<file path="src/rtl/five_tuple_flow_table_macros.svh">
// Assertion macros for the five-tuple flow table.
// Expect clk and arst_n in the scope of use; no other dependencies.
`ifndef FIVE_TUPLE_FLOW_TABLE_MACROS_SVH
`define FIVE_TUPLE_FLOW_TABLE_MACROS_SVH

// Check a consequence in the same cycle.
`define FTFT_ASSERT_SAME(lbl, ante, cons) \
	lbl: assert property (@(posedge clk) disable iff (!arst_n) (ante) |-> (cons)) \
		else $error("five_tuple_flow_table: same-cycle check failed");

// Check a consequence in the next cycle.
`define FTFT_ASSERT_NEXT(lbl, ante, cons) \
	lbl: assert property (@(posedge clk) disable iff (!arst_n) (ante) |=> (cons)) \
		else $error("five_tuple_flow_table: next-cycle check failed");

`endif

</file>
<file path="src/rtl/ftft_pkg.sv">
// Shared types, codes and helpers of the five-tuple flow table.
// No dependencies; used by every module of the block.
package ftft_pkg;

	localparam int TABLE_ENTRIES_DEF = 64;
	localparam int CIRCUIT_BITS_DEF  = 16;
	localparam int KEY_BITS          = 104;
	localparam int CIRCUIT_FIELD     = 16;
	localparam int COUNT_BITS        = 32;
	localparam int USED_FIELD        = 7;

	localparam logic [1:0] OP_INSERT = 2'd0;
	localparam logic [1:0] OP_LOOKUP = 2'd1;
	localparam logic [1:0] OP_UPDATE = 2'd2;
	localparam logic [1:0] OP_DELETE = 2'd3;

	localparam logic [1:0] ST_OK   = 2'd0;
	localparam logic [1:0] ST_MISS = 2'd1;
	localparam logic [1:0] ST_FULL = 2'd2;

	localparam logic [COUNT_BITS-1:0] COUNT_MAX = 32'hFFFF_FFFF;

	typedef struct packed {
		logic [1:0]  opcode;
		logic [31:0] source_ip;
		logic [31:0] dest_ip;
		logic [15:0] source_port;
		logic [15:0] dest_port;
		logic [7:0]  proto_num;
		logic [15:0] new_circuit;
	} in_word_t;

	typedef struct packed {
		logic [1:0]  status;
		logic [15:0] found_circuit;
		logic [31:0] packet_count;
		logic [6:0]  entries_used;
	} out_word_t;

	typedef struct packed {
		logic valid_we;
		logic valid_bit;
		logic entry_we;
		logic pkt_we;
	} wr_ctl_t;

	typedef enum logic [1:0] {
		S_CLEAR,
		S_IDLE,
		S_SCAN,
		S_ACT
	} ftft_state_t;

	function automatic int circ_width(input int bits);
		return (bits < CIRCUIT_FIELD) ? bits : CIRCUIT_FIELD;
	endfunction

	function automatic logic [KEY_BITS-1:0] make_key(input in_word_t w);
		return {w.source_ip, w.dest_ip, w.source_port, w.dest_port, w.proto_num};
	endfunction

endpackage

</file>
<file path="src/rtl/ftft_match.sv">
// Shared slot compare unit: free-slot test for insert, key match otherwise.
// Depends on ftft_pkg.
module ftft_match (
	input  logic                          insert_op,
	input  logic [ftft_pkg::KEY_BITS-1:0] req_key,
	input  logic [ftft_pkg::KEY_BITS-1:0] slot_key,
	input  logic                          slot_valid,
	output logic                          hit
);
	import ftft_pkg::*;

	logic key_eq;

	assign key_eq = (slot_key == req_key);
	assign hit    = insert_op ? !slot_valid : (slot_valid && key_eq);

endmodule

</file>
<file path="config.mk">
export PLATFORM = sky130hd
export DESIGN_NAME = ftft_match
export DESIGN_NICKNAME = d
export VERILOG_FILES = /design/src/rtl/five_tuple_flow_table_macros.svh /design/src/rtl/ftft_pkg.sv /design/src/rtl/ftft_match.sv
export SDC_FILE = /design/constraint.sdc
export NUM_CORES = 1
export LEC_CHECK = 0
export BUFFER_PORTS_ARGS = -buffer_cell sky130_fd_sc_hd__buf_2
export CAP_MARGIN = 25
export CORE_AREA = 4 4 79 81
export DETAILED_ROUTE_END_ITERATION = 8
export DIE_AREA = 0 0 83 85
export MAX_ROUTING_LAYER = met4
export PLACE_DENSITY = 0.75
export SLEW_MARGIN = 20
export SYNTH_ARGS = -nofsm -noshare
export SYNTH_HDL_FRONTEND = slang
export SYNTH_SLANG_ARGS = --single-unit
</file>
<file path="constraint.sdc">
create_clock -name vclk -period 1.3
set_input_delay 0 -clock vclk [all_inputs]
set_output_delay 0 -clock vclk [all_outputs]
set_load 0.02 [all_outputs]
</file>
==> results.cfg <==
[route]
ant_nets = 0
vias_per_cell = 4.34
wl_per_cell_um = 13.5
drc = 0
postRouteWirelength_um = 6210
firstDrtPassIters = 4
dr_total_vias = 1995
drt_iter0_drc = 21

[layout]
final_nets = 600
regArea_um2 = 0
clkbuf_count = 0
drive_gt1_frac = 0.608
final_cell_mix = 210 x buf_2, 75 x xnor2_1, 19 x nand4_1
syn2layout_area_growth_pct = 99.7
antenna_cells = 0
layout_commonest_cell = buf_2
design.seq.count = 0

[sta]
rsz0062_at_grt = yes
slew_viol_final = 0
fin_crit_sh = 1.14
whs_ns = 0.392
fmax_mhz = 677
slew_headroom = 0.720
timing.setup.tns_ns = -0.178
hold_viol = 0
fin_ws_ns = -0.178
tightest_slew_ns = 0.419
final.min_clock_period_ns = 1.48
setup-violations-final = 1

[grt]
grt_pass1_vias = 2191
grt_max_degree = 3
antenna_found_initial = 0
grt_overflow = 0
grt_first_pass_wirelength_um = 9490
grt.total_usage = 0.164

[yosys]
yosysTopAreaCell = xnor2_1
synth_area_leaders = xnor2_1 52%, nand4_1 9.4%, inv_1 5.3%, xor2_1 4.1%, nor4_1 3.4%
yosysUniqueCellTypes = 26
avgSynthCellArea_um2 = 7.66
yosysSeqAreaShare = 0
synth_top_area_share = 0.524
netlist_area_mm2 = 0.00127
synthCells = 166
syn-num-nets = 376
yosys_warnings = 0

[worst_setup_path]
crit_type = in2out
cp_data_required_time_ns = 1.30
crit_path_max_fanout = 2
cp_data_arrival_time_ns = 1.48
cp-startpoint = req_key[47]
start_kind = input port
endpoint = hit
crit_path_end_kind = output port

[floorplan]
coreArea_mm2 = 0.00547
pin_count = 211
die_area_mm2 = 0.00706
num_rows = 27
die_x_um = 83
start_util = 0.232
fp.dieH_um = 85

[power_and_ir_drop]
power.density_mw_per_mm2 = 300
irDropWorstVdd_uv = 163
power.leakage_nw = 1.28

[run]
cap_violations = 0

[status]
violations = setup timing
status = finished, violations left

[placement]
place_congestion = 0.862
dp_hpwl_um = 6030
io_buffers = 211

[hold_path]
hold_path_class = in2out

[clock_tree]
post_cts_buffers = 0
-- power breakdown --
part / switching [mW] / internal (mW)
Combinational: 0.300 / 0.461
Sequential: 0 / 0
Clock: 0 / 0
-- metrics by stage --
step | cell area [um^2] | util | instances | worst slack [ns] | total power [mW]
after CTS | 2510 | 0.460 | 460 | -0.220 | 0.763
after global routing | 2540 | 0.464 | 460 | -0.323 | 0.841
final | 2540 | 0.464 | 460 | -0.178 | 0.761
after detailed placement | 2500 | 0.457 | 460 | -0.255 | 0.756
after floorplan | 1270 | - | 166 | 0.0977 | 0.316
after global placement | 2500 | 0.457 | 460 | -0.268 | 0.736
-- how the worst min path moves through the flow --
stage / startpoint / endpoint / slack, ns / depth (start not counted)
floorplan: slot_valid / hit / 0.1 / 1
global placement: slot_valid / hit / 0.40 / 4
detailed placement: slot_valid / hit / 0.39 / 4
CTS: slot_valid / hit / 0.40 / 4
global route: slot_valid / hit / 0.43 / 4
finish: slot_valid / hit / 0.39 / 4
-- final cells by class --
class / count / area (um^2)
repair buffers: 222 / 1140
inverters: 21 / 78.8
well taps: 72 / 90.1
fillers: 564 / 2930
multi-input cells: 145 / 1230
-- cells in the mapped netlist (all sizes together) --
cell type  instances
nand2b             4
a22o               3
o32ai              1
nand4             20
or2b               3
a2111oi            1
o21ai              1
a22oi              3
nor4               9
and4               1
a2111o             1
a21oi              1
xnor2             76
nand3              1
nor2b              3
o2111ai            3
xor2               6
o221ai             3
and2b              1
inv               20
clkinv             1
o22ai              4
-- cell families (layout without fill, tap and decap cells) --
| logic type | after synthesis | in the layout | synth area share |
|---|---|---|---|
| simple gates | 42 | 42 | 0.237 |
| buf+inv | 21 | 243 | 0.0620 |
| compound gates | 21 | 21 | 0.136 |
| xor+xnor | 82 | 82 | 0.565 |
-- worst max-delay path, stage by stage --
cell and delay, ns:
buf_2 0.10, nor2b_1 0.12, a2111o_1 0.42, nor4_4 0.24
nand4_1 0.14, o32ai_2 0.27, buf_4 0.18
-- per-layer routing --
| metal | vias up | GRT usage | routed length (um) |
|---|---|---|---|
| met1 | 843 | 0.166 | 2180 |
| met2 | 110 | 0.331 | 3390 |
| met4 | 0 | 0.0371 | 139 |
| met3 | 10 | 0.0223 | 511 |
| met5 | - | - | 0 |
| li1 | 1032 | - | - |
-- what timing repair did --
item,4_1_cts,5_1_grt
resized for setup,3,4
hold buffers,0,0
pin swaps,3,3
endpoints found under the setup margin,1,1
gates cloned,0,0
Note: power is estimated with default switching activity, not from simulation.
