## src/rtl/five_tuple_flow_table_macros.svh

```systemverilog
// Assertion macros for the five-tuple flow table.
// Expect clk and arst_n in the scope of use; no other dependencies.
`ifndef FIVE_TUPLE_FLOW_TABLE_MACROS_SVH
`define FIVE_TUPLE_FLOW_TABLE_MACROS_SVH

// Check a consequence in the same cycle.
`define FTFT_ASSERT_SAME(lbl, ante, cons) \
	lbl: assert property (@(posedge clk) disable iff (!arst_n) (ante) |-> (cons)) \
		else $error("five_tuple_flow_table: same-cycle check failed");

// Check a consequence in the next cycle.
`define FTFT_ASSERT_NEXT(lbl, ante, cons) \
	lbl: assert property (@(posedge clk) disable iff (!arst_n) (ante) |=> (cons)) \
		else $error("five_tuple_flow_table: next-cycle check failed");

`endif

```

## src/rtl/ftft_pkg.sv

```systemverilog
// Shared types, codes and helpers of the five-tuple flow table.
// No dependencies; used by every module of the block.
package ftft_pkg;

	localparam int TABLE_ENTRIES_DEF = 64;
	localparam int CIRCUIT_BITS_DEF  = 16;
	localparam int KEY_BITS          = 104;
	localparam int CIRCUIT_FIELD     = 16;
	localparam int COUNT_BITS        = 32;
	localparam int USED_FIELD        = 7;

	localparam logic [1:0] OP_INSERT = 2'd0;
	localparam logic [1:0] OP_LOOKUP = 2'd1;
	localparam logic [1:0] OP_UPDATE = 2'd2;
	localparam logic [1:0] OP_DELETE = 2'd3;

	localparam logic [1:0] ST_OK   = 2'd0;
	localparam logic [1:0] ST_MISS = 2'd1;
	localparam logic [1:0] ST_FULL = 2'd2;

	localparam logic [COUNT_BITS-1:0] COUNT_MAX = 32'hFFFF_FFFF;

	typedef struct packed {
		logic [1:0]  opcode;
		logic [31:0] source_ip;
		logic [31:0] dest_ip;
		logic [15:0] source_port;
		logic [15:0] dest_port;
		logic [7:0]  proto_num;
		logic [15:0] new_circuit;
	} in_word_t;

	typedef struct packed {
		logic [1:0]  status;
		logic [15:0] found_circuit;
		logic [31:0] packet_count;
		logic [6:0]  entries_used;
	} out_word_t;

	typedef struct packed {
		logic valid_we;
		logic valid_bit;
		logic entry_we;
		logic pkt_we;
	} wr_ctl_t;

	typedef enum logic [1:0] {
		S_CLEAR,
		S_IDLE,
		S_SCAN,
		S_ACT
	} ftft_state_t;

	function automatic int circ_width(input int bits);
		return (bits < CIRCUIT_FIELD) ? bits : CIRCUIT_FIELD;
	endfunction

	function automatic logic [KEY_BITS-1:0] make_key(input in_word_t w);
		return {w.source_ip, w.dest_ip, w.source_port, w.dest_port, w.proto_num};
	endfunction

endpackage

```

## src/rtl/ftft_ctrl.sv

```systemverilog
// Sequencer of the flow table: clearing pass, slot scan, write-back, result.
// Drives ftft_store and consumes ftft_match; depends on ftft_pkg.
module ftft_ctrl #(
	parameter int TABLE_ENTRIES = ftft_pkg::TABLE_ENTRIES_DEF,
	parameter int CIRCUIT_BITS  = ftft_pkg::CIRCUIT_BITS_DEF
) (
	input  logic                                            clk,
	input  logic                                            arst_n,
	input  logic                                            req_valid,
	output logic                                            req_ready,
	input  ftft_pkg::in_word_t                              req,
	output logic                                            rsp_valid,
	input  logic                                            rsp_ready,
	output ftft_pkg::out_word_t                             rsp,
	output logic                                            rd_en,
	output logic [$clog2(TABLE_ENTRIES)-1:0]                rd_addr,
	output ftft_pkg::wr_ctl_t                               wr,
	output logic [$clog2(TABLE_ENTRIES)-1:0]                wr_addr,
	output logic [ftft_pkg::KEY_BITS-1:0]                   wr_key,
	output logic [ftft_pkg::circ_width(CIRCUIT_BITS)-1:0]   wr_circuit,
	output logic [ftft_pkg::COUNT_BITS-1:0]                 wr_packets,
	input  logic [ftft_pkg::circ_width(CIRCUIT_BITS)-1:0]   rd_circuit,
	input  logic [ftft_pkg::COUNT_BITS-1:0]                 rd_packets,
	input  logic                                            hit,
	output logic [ftft_pkg::KEY_BITS-1:0]                   req_key,
	output logic                                            insert_op
);
	import ftft_pkg::*;

	localparam int AW     = $clog2(TABLE_ENTRIES);
	localparam int CW     = $clog2(TABLE_ENTRIES + 1);
	localparam int CIRC_W = circ_width(CIRCUIT_BITS);
	localparam logic [AW-1:0] LAST_SLOT = AW'(TABLE_ENTRIES - 1);
	localparam logic [CW-1:0] LAST_CNT  = CW'(TABLE_ENTRIES - 1);
	localparam logic [CW-1:0] END_CNT   = CW'(TABLE_ENTRIES);

	ftft_state_t           state_q, state_d;
	logic [CW-1:0]         scan_q;
	logic                  issued_s1;
	logic [AW-1:0]         addr_s1;
	logic [CW-1:0]         used_q;
	logic                  rsp_valid_q;

	in_word_t              req_q;
	logic                  found_q;
	logic [AW-1:0]         slot_q;
	logic [CIRC_W-1:0]     circ_q;
	logic [COUNT_BITS-1:0] pkt_q;
	out_word_t             rsp_q;

	logic                  scan_end;
	logic                  act_go;
	logic [COUNT_BITS-1:0] pkt_next;
	logic [CW-1:0]         used_next;
	logic [CIRC_W+15:0]    circ_ext;
	logic [CW+6:0]         used_ext;
	out_word_t             rsp_d;

	assign req_key   = make_key(req_q);
	assign insert_op = (req_q.opcode == OP_INSERT);
	assign scan_end  = issued_s1 && (hit || addr_s1 == LAST_SLOT);
	assign act_go    = (state_q == S_ACT) && (!rsp_valid_q || rsp_ready);
	assign pkt_next  = (pkt_q == COUNT_MAX) ? pkt_q : pkt_q + 32'd1;

	always_comb begin
		state_d = state_q;
		case (state_q)
			S_CLEAR: begin
				if (scan_q == LAST_CNT) begin
					state_d = S_IDLE;
				end
			end
			S_IDLE: begin
				if (req_valid) begin
					state_d = S_SCAN;
				end
			end
			S_SCAN: begin
				if (scan_end) begin
					state_d = S_ACT;
				end
			end
			S_ACT: begin
				if (act_go) begin
					state_d = S_IDLE;
				end
			end
			default: begin
				state_d = S_CLEAR;
			end
		endcase
	end

	always_comb begin
		req_ready  = 1'b0;
		rd_en      = 1'b0;
		rd_addr    = scan_q[AW-1:0];
		wr         = '0;
		wr_addr    = slot_q;
		wr_key     = req_key;
		wr_circuit = req_q.new_circuit[CIRC_W-1:0];
		wr_packets = '0;
		case (state_q)
			S_CLEAR: begin
				wr.valid_we = 1'b1;
				wr.valid_bit = 1'b0;
				wr_addr = scan_q[AW-1:0];
			end
			S_IDLE: begin
				req_ready = 1'b1;
			end
			S_SCAN: begin
				rd_en = (scan_q != END_CNT) && !scan_end;
			end
			S_ACT: begin
				if (act_go && found_q) begin
					case (req_q.opcode)
						OP_INSERT: begin
							wr.valid_we = 1'b1;
							wr.valid_bit = 1'b1;
							wr.entry_we = 1'b1;
							wr.pkt_we = 1'b1;
						end
						OP_UPDATE: begin
							wr.pkt_we = 1'b1;
							wr_packets = pkt_next;
						end
						OP_DELETE: begin
							wr.valid_we = 1'b1;
							wr.valid_bit = 1'b0;
						end
						default: begin
							wr = '0;
						end
					endcase
				end
			end
			default: begin
				req_ready = 1'b0;
			end
		endcase
	end

	always_comb begin
		used_next = used_q;
		if (found_q && req_q.opcode == OP_INSERT) begin
			used_next = used_q + CW'(1);
		end else if (found_q && req_q.opcode == OP_DELETE && used_q != '0) begin
			used_next = used_q - CW'(1);
		end
		circ_ext = {16'd0, circ_q};
		used_ext = {7'd0, used_next};
		rsp_d.status = found_q ? ST_OK : (insert_op ? ST_FULL : ST_MISS);
		rsp_d.found_circuit = (found_q && req_q.opcode == OP_LOOKUP) ? circ_ext[15:0] : 16'd0;
		rsp_d.packet_count = (found_q && req_q.opcode == OP_UPDATE) ? pkt_next : 32'd0;
		rsp_d.entries_used = used_ext[6:0];
	end

	always_ff @(posedge clk or negedge arst_n) begin
		if (!arst_n) begin
			state_q     <= S_CLEAR;
			scan_q      <= '0;
			issued_s1   <= 1'b0;
			used_q      <= '0;
			rsp_valid_q <= 1'b0;
		end else begin
			state_q   <= state_d;
			issued_s1 <= rd_en;
			if (state_q == S_CLEAR) begin
				scan_q <= scan_q + CW'(1);
			end else if (state_q == S_IDLE) begin
				scan_q <= '0;
			end else if (rd_en) begin
				scan_q <= scan_q + CW'(1);
			end
			if (act_go) begin
				used_q      <= used_next;
				rsp_valid_q <= 1'b1;
			end else if (rsp_ready) begin
				rsp_valid_q <= 1'b0;
			end
		end
	end

	always_ff @(posedge clk) begin
		addr_s1 <= rd_addr;
		if (state_q == S_IDLE && req_valid) begin
			req_q <= req;
		end
		if (state_q == S_SCAN && scan_end) begin
			found_q <= hit;
			slot_q  <= addr_s1;
			circ_q  <= rd_circuit;
			pkt_q   <= rd_packets;
		end
		if (act_go) begin
			rsp_q <= rsp_d;
		end
	end

	assign rsp_valid = rsp_valid_q;
	assign rsp       = rsp_q;

endmodule

```

## config.mk

```make
export PLATFORM = sky130hd
export DESIGN_NAME = ftft_ctrl
export DESIGN_NICKNAME = d
export VERILOG_FILES = /design/src/rtl/five_tuple_flow_table_macros.svh /design/src/rtl/ftft_pkg.sv /design/src/rtl/ftft_ctrl.sv
export SDC_FILE = /design/constraint.sdc
export NUM_CORES = 1
export LEC_CHECK = 0
export ABC_CLOCK_PERIOD_IN_PS = 5400
export BUFFER_PORTS_ARGS = -buffer_cell sky130_fd_sc_hd__buf_2
export CORE_AREA = 5 5 193 195
export DETAILED_ROUTE_END_ITERATION = 10
export DIE_AREA = 0 0 198 200
export GPL_TIMING_DRIVEN = 0
export PLACE_DENSITY_LB_ADDON = 0.3
export SLEW_MARGIN = 20
export SYNTH_ARGS = -nofsm -noshare
export SYNTH_HDL_FRONTEND = slang
export SYNTH_SLANG_ARGS = --single-unit
```

## constraint.sdc

```tcl
create_clock -name clk -period 5.4 [get_ports clk]
set_input_delay 0.81 -clock clk [delete_from_list [all_inputs] [get_ports clk]]
set_output_delay 0.81 -clock clk [all_outputs]
set_load 0.1 [all_outputs]
```

==> flow_metrics.py <==
metrics = {
    "setup_path": {
        "arrival_ps": 3400,
        "cp-startpoint": "state_q[1]",
        "r2r-end": "rsp[13]",
        "critical_path_required_ps": 4590,
        "worstRegToRegCells": 6,
        "r2r_start": "pkt_q[0]",
        "worst-setup-path-type": "flip-flop to output pin",
        "crit_fanout": 42,
        "cp-start-kind": "flip-flop",
        "rrSetupSlack_ps": 2830,
        "end_kind": "output pin",
    },
    "floorplanning": {
        "die_height_um": 200,
        "initial_utilization_pct": 33.0,
        "design.portCount": 508,
        "dieArea_um2": 39600,
        "num_rows": 69,
        "dieWidth_um": 198,
        "core_um2": 35200,
    },
    "global_route": {
        "grt_pass1_vias": 8478,
        "grt_antenna_before_repair": 15,
        "grt_pass1_wl_um": 53800,
        "grt_max_degree": 57,
        "track_usage_pct": 17.9,
        "overflow": 0,
    },
    "synthesis": {
        "synth_largest_area_cell": "edfxtp_1",
        "syn_avg_cell_area_um2": 13.5,
        "synthesis.instances": 859,
        "netlist.area_leader.share_pct": 60.4,
        "async_reset_ff_share_pct": 6.98,
        "synth_nets": 1049,
        "synth_edf_count": 234,
        "yosysSeqAreaShare_pct": 65.3,
        "synthTopCellsByArea": "edfxtp_1, buf_4, dfrtp_1",
        "ys_ff_latch": 258,
        "synth.distinct_cells": 55,
        "mappedNetlistArea_um2": 11600,
        "yosys_warnings": 0,
        "ys.flop_type": "edfxtp_1",
    },
    "routing": {
        "firstDrtPassIters": 5,
        "drcViolationCount": 0,
        "wl_per_cell_um": 20.1,
        "vias_per_cell": 4.51,
        "ant_nets": 0,
        "via_count": 8524,
        "drt_iter0_markers": 369,
        "totalWireLength_um": 38000,
    },
    "sta": {
        "tightest_slew_ps": 658,
        "max_slew_margin_pct": 55.0,
        "hold_slack_ps": 177,
        "fmax_mhz": 238,
        "min_period_ps": 4210,
        "finalClockSkew_ps": 22.3,
        "rsz0062_at_grt": "no",
        "hold_viol_final": 0,
        "period_share_pct": 77.9,
        "slew_violations": 0,
        "setup_viol": 0,
    },
    "clock_network": {
        "cts_made_buffers": 30,
        "cts_hold_buf": 0,
        "cts.htree.levels": 1,
        "worstSkewPairLatency_ps": 580,
        "clock-sinks": 258,
        "clockRootBuffer": "clkbuf_16",
        "clk_pin_slew_ps": 60,
        "ctsLongestPathBuffers": 3,
        "cts_tree": "done",
        "post_cts_buffers": 0,
        "cts_resized": 0,
    },
    "cells_and_area": {
        "final_common_cell": "buf_2",
        "syn_to_final_growth_pct": 36.4,
        "drive_gt1_share_pct": 57.2,
        "final_cell_mix": "buf_2, edfxtp_1, buf_4",
        "nets": 1592,
    },
    "place": {
        "port_buffers": 507,
        "dp_hpwl_um": 29800,
        "place.gp.congestion": 0.952,
    },
    "power": {
        "powerDensity_nw_per_um2": 627,
        "vdd_drop_max_v": 0.000496,
        "power.leakage_nw": 7.13,
        "total_power_mw": 9.95,
    },
    "flow_run": {
        "drv_cap": 0,
    },
    "hold_path": {
        "hold_class": "primary input to asynchronous set/reset pin",
    },
    "outcome": {
        "status": "completed",
    },
}
-- routing by layer --
metal	global-route usage, %	wire (µm)	vias up
met3	6.45	3450	80
met4	5.05	1240	24
li1	-	-	4000
met5	0	150	-
met2	32.0	19400	344
met1	20.2	13800	4076
-- layout make-up --
cell class	instances	area, µm²
Fill cell	3314	19400
Sequential cell	258	7600
Timing Repair Buffer	511	2630
Buffer	252	1830
Multi-Input combinational cell	334	2170
Clock buffer	37	807
Clock inverter	19	195
Inverter	15	58.8
Tap cell	461	577
Antenna cell	1	2.50
-- metrics by stage --
stage	setup WS, ps	cell area [µm²]	util [%]	TNS [ps]	std cells
after global routing	878	15900	45.0	0	1888
after global placement	-471	14800	41.9	-62400	1827
final	1190	15900	45.0	0	1888
after detailed placement	1310	14900	42.2	0	1831
after floorplan	127	11600	-	0	859
after CTS	1090	15900	45.0	0	1887
-- synthesized netlist by cell type, types with 8 or more instances --
cell / instances
o21ai_1: 11
xor2_1: 8
inv_1: 15
and3_1: 22
or3_1: 14
ha_1: 15
nand3_1: 8
buf_4: 230
mux2_2: 9
nor2_1: 49
clkbuf_1: 18
a21oi_1: 50
nand2_1: 27
xnor2_1: 15
nand4_1: 18
edfxtp_1: 234
dfrtp_1: 18
-- logic make-up (layout without fill, tap and decap cells) --
family | Yosys count | after routing | synth area share (%)
buffers and inverters | 267 | 834 | 16.2
other | 0 | 1 | 0
adder cells (fa/ha/maj) | 15 | 15 | 1.61
AND/OR/NAND/NOR | 177 | 177 | 8.35
AO/OA/AOI/OAI | 108 | 108 | 5.76
XOR/XNOR | 23 | 23 | 1.73
flip-flops | 258 | 258 | 65.3
multiplexers | 11 | 11 | 1.04
-- state kept, by name, summed over array words and instances (netlist names), 2 cells and up --
name,cells
req_key,104
rsp,57
pkt_q,32
circ_q,16
wr_circuit,16
scan_q,7
used_q,7
addr_s1,6
slot_q,6
req_q,2
state_q,2
-- how the worst max path moves through the flow --
stage,end,slack (ps)
final,wr_packets[28],1190
after global routing,wr_packets[4],880
after CTS,wr_packets[6],1090
after detailed placement,wr_packets[28],1310
after global placement,wr_packets[28],-470
after floorplan,wr_packets[21],130
-- worst max-delay path: stages (launching register included) --
cell      delay (ps)
dfrtp_1          400
ha_1             200
nand2_1          300
inv_4            380
buf_12           300
nand2_1          220
clkbuf_1         310
a21oi_1          240
buf_2            470
-- power breakdown --
part	switching [mW]	internal (mW)
Sequential	0.204	2.68
Clock	0.849	1.21
Combinational	4.15	0.865
Total	5.20	4.75
Note: power is estimated with default switching activity, not from simulation.
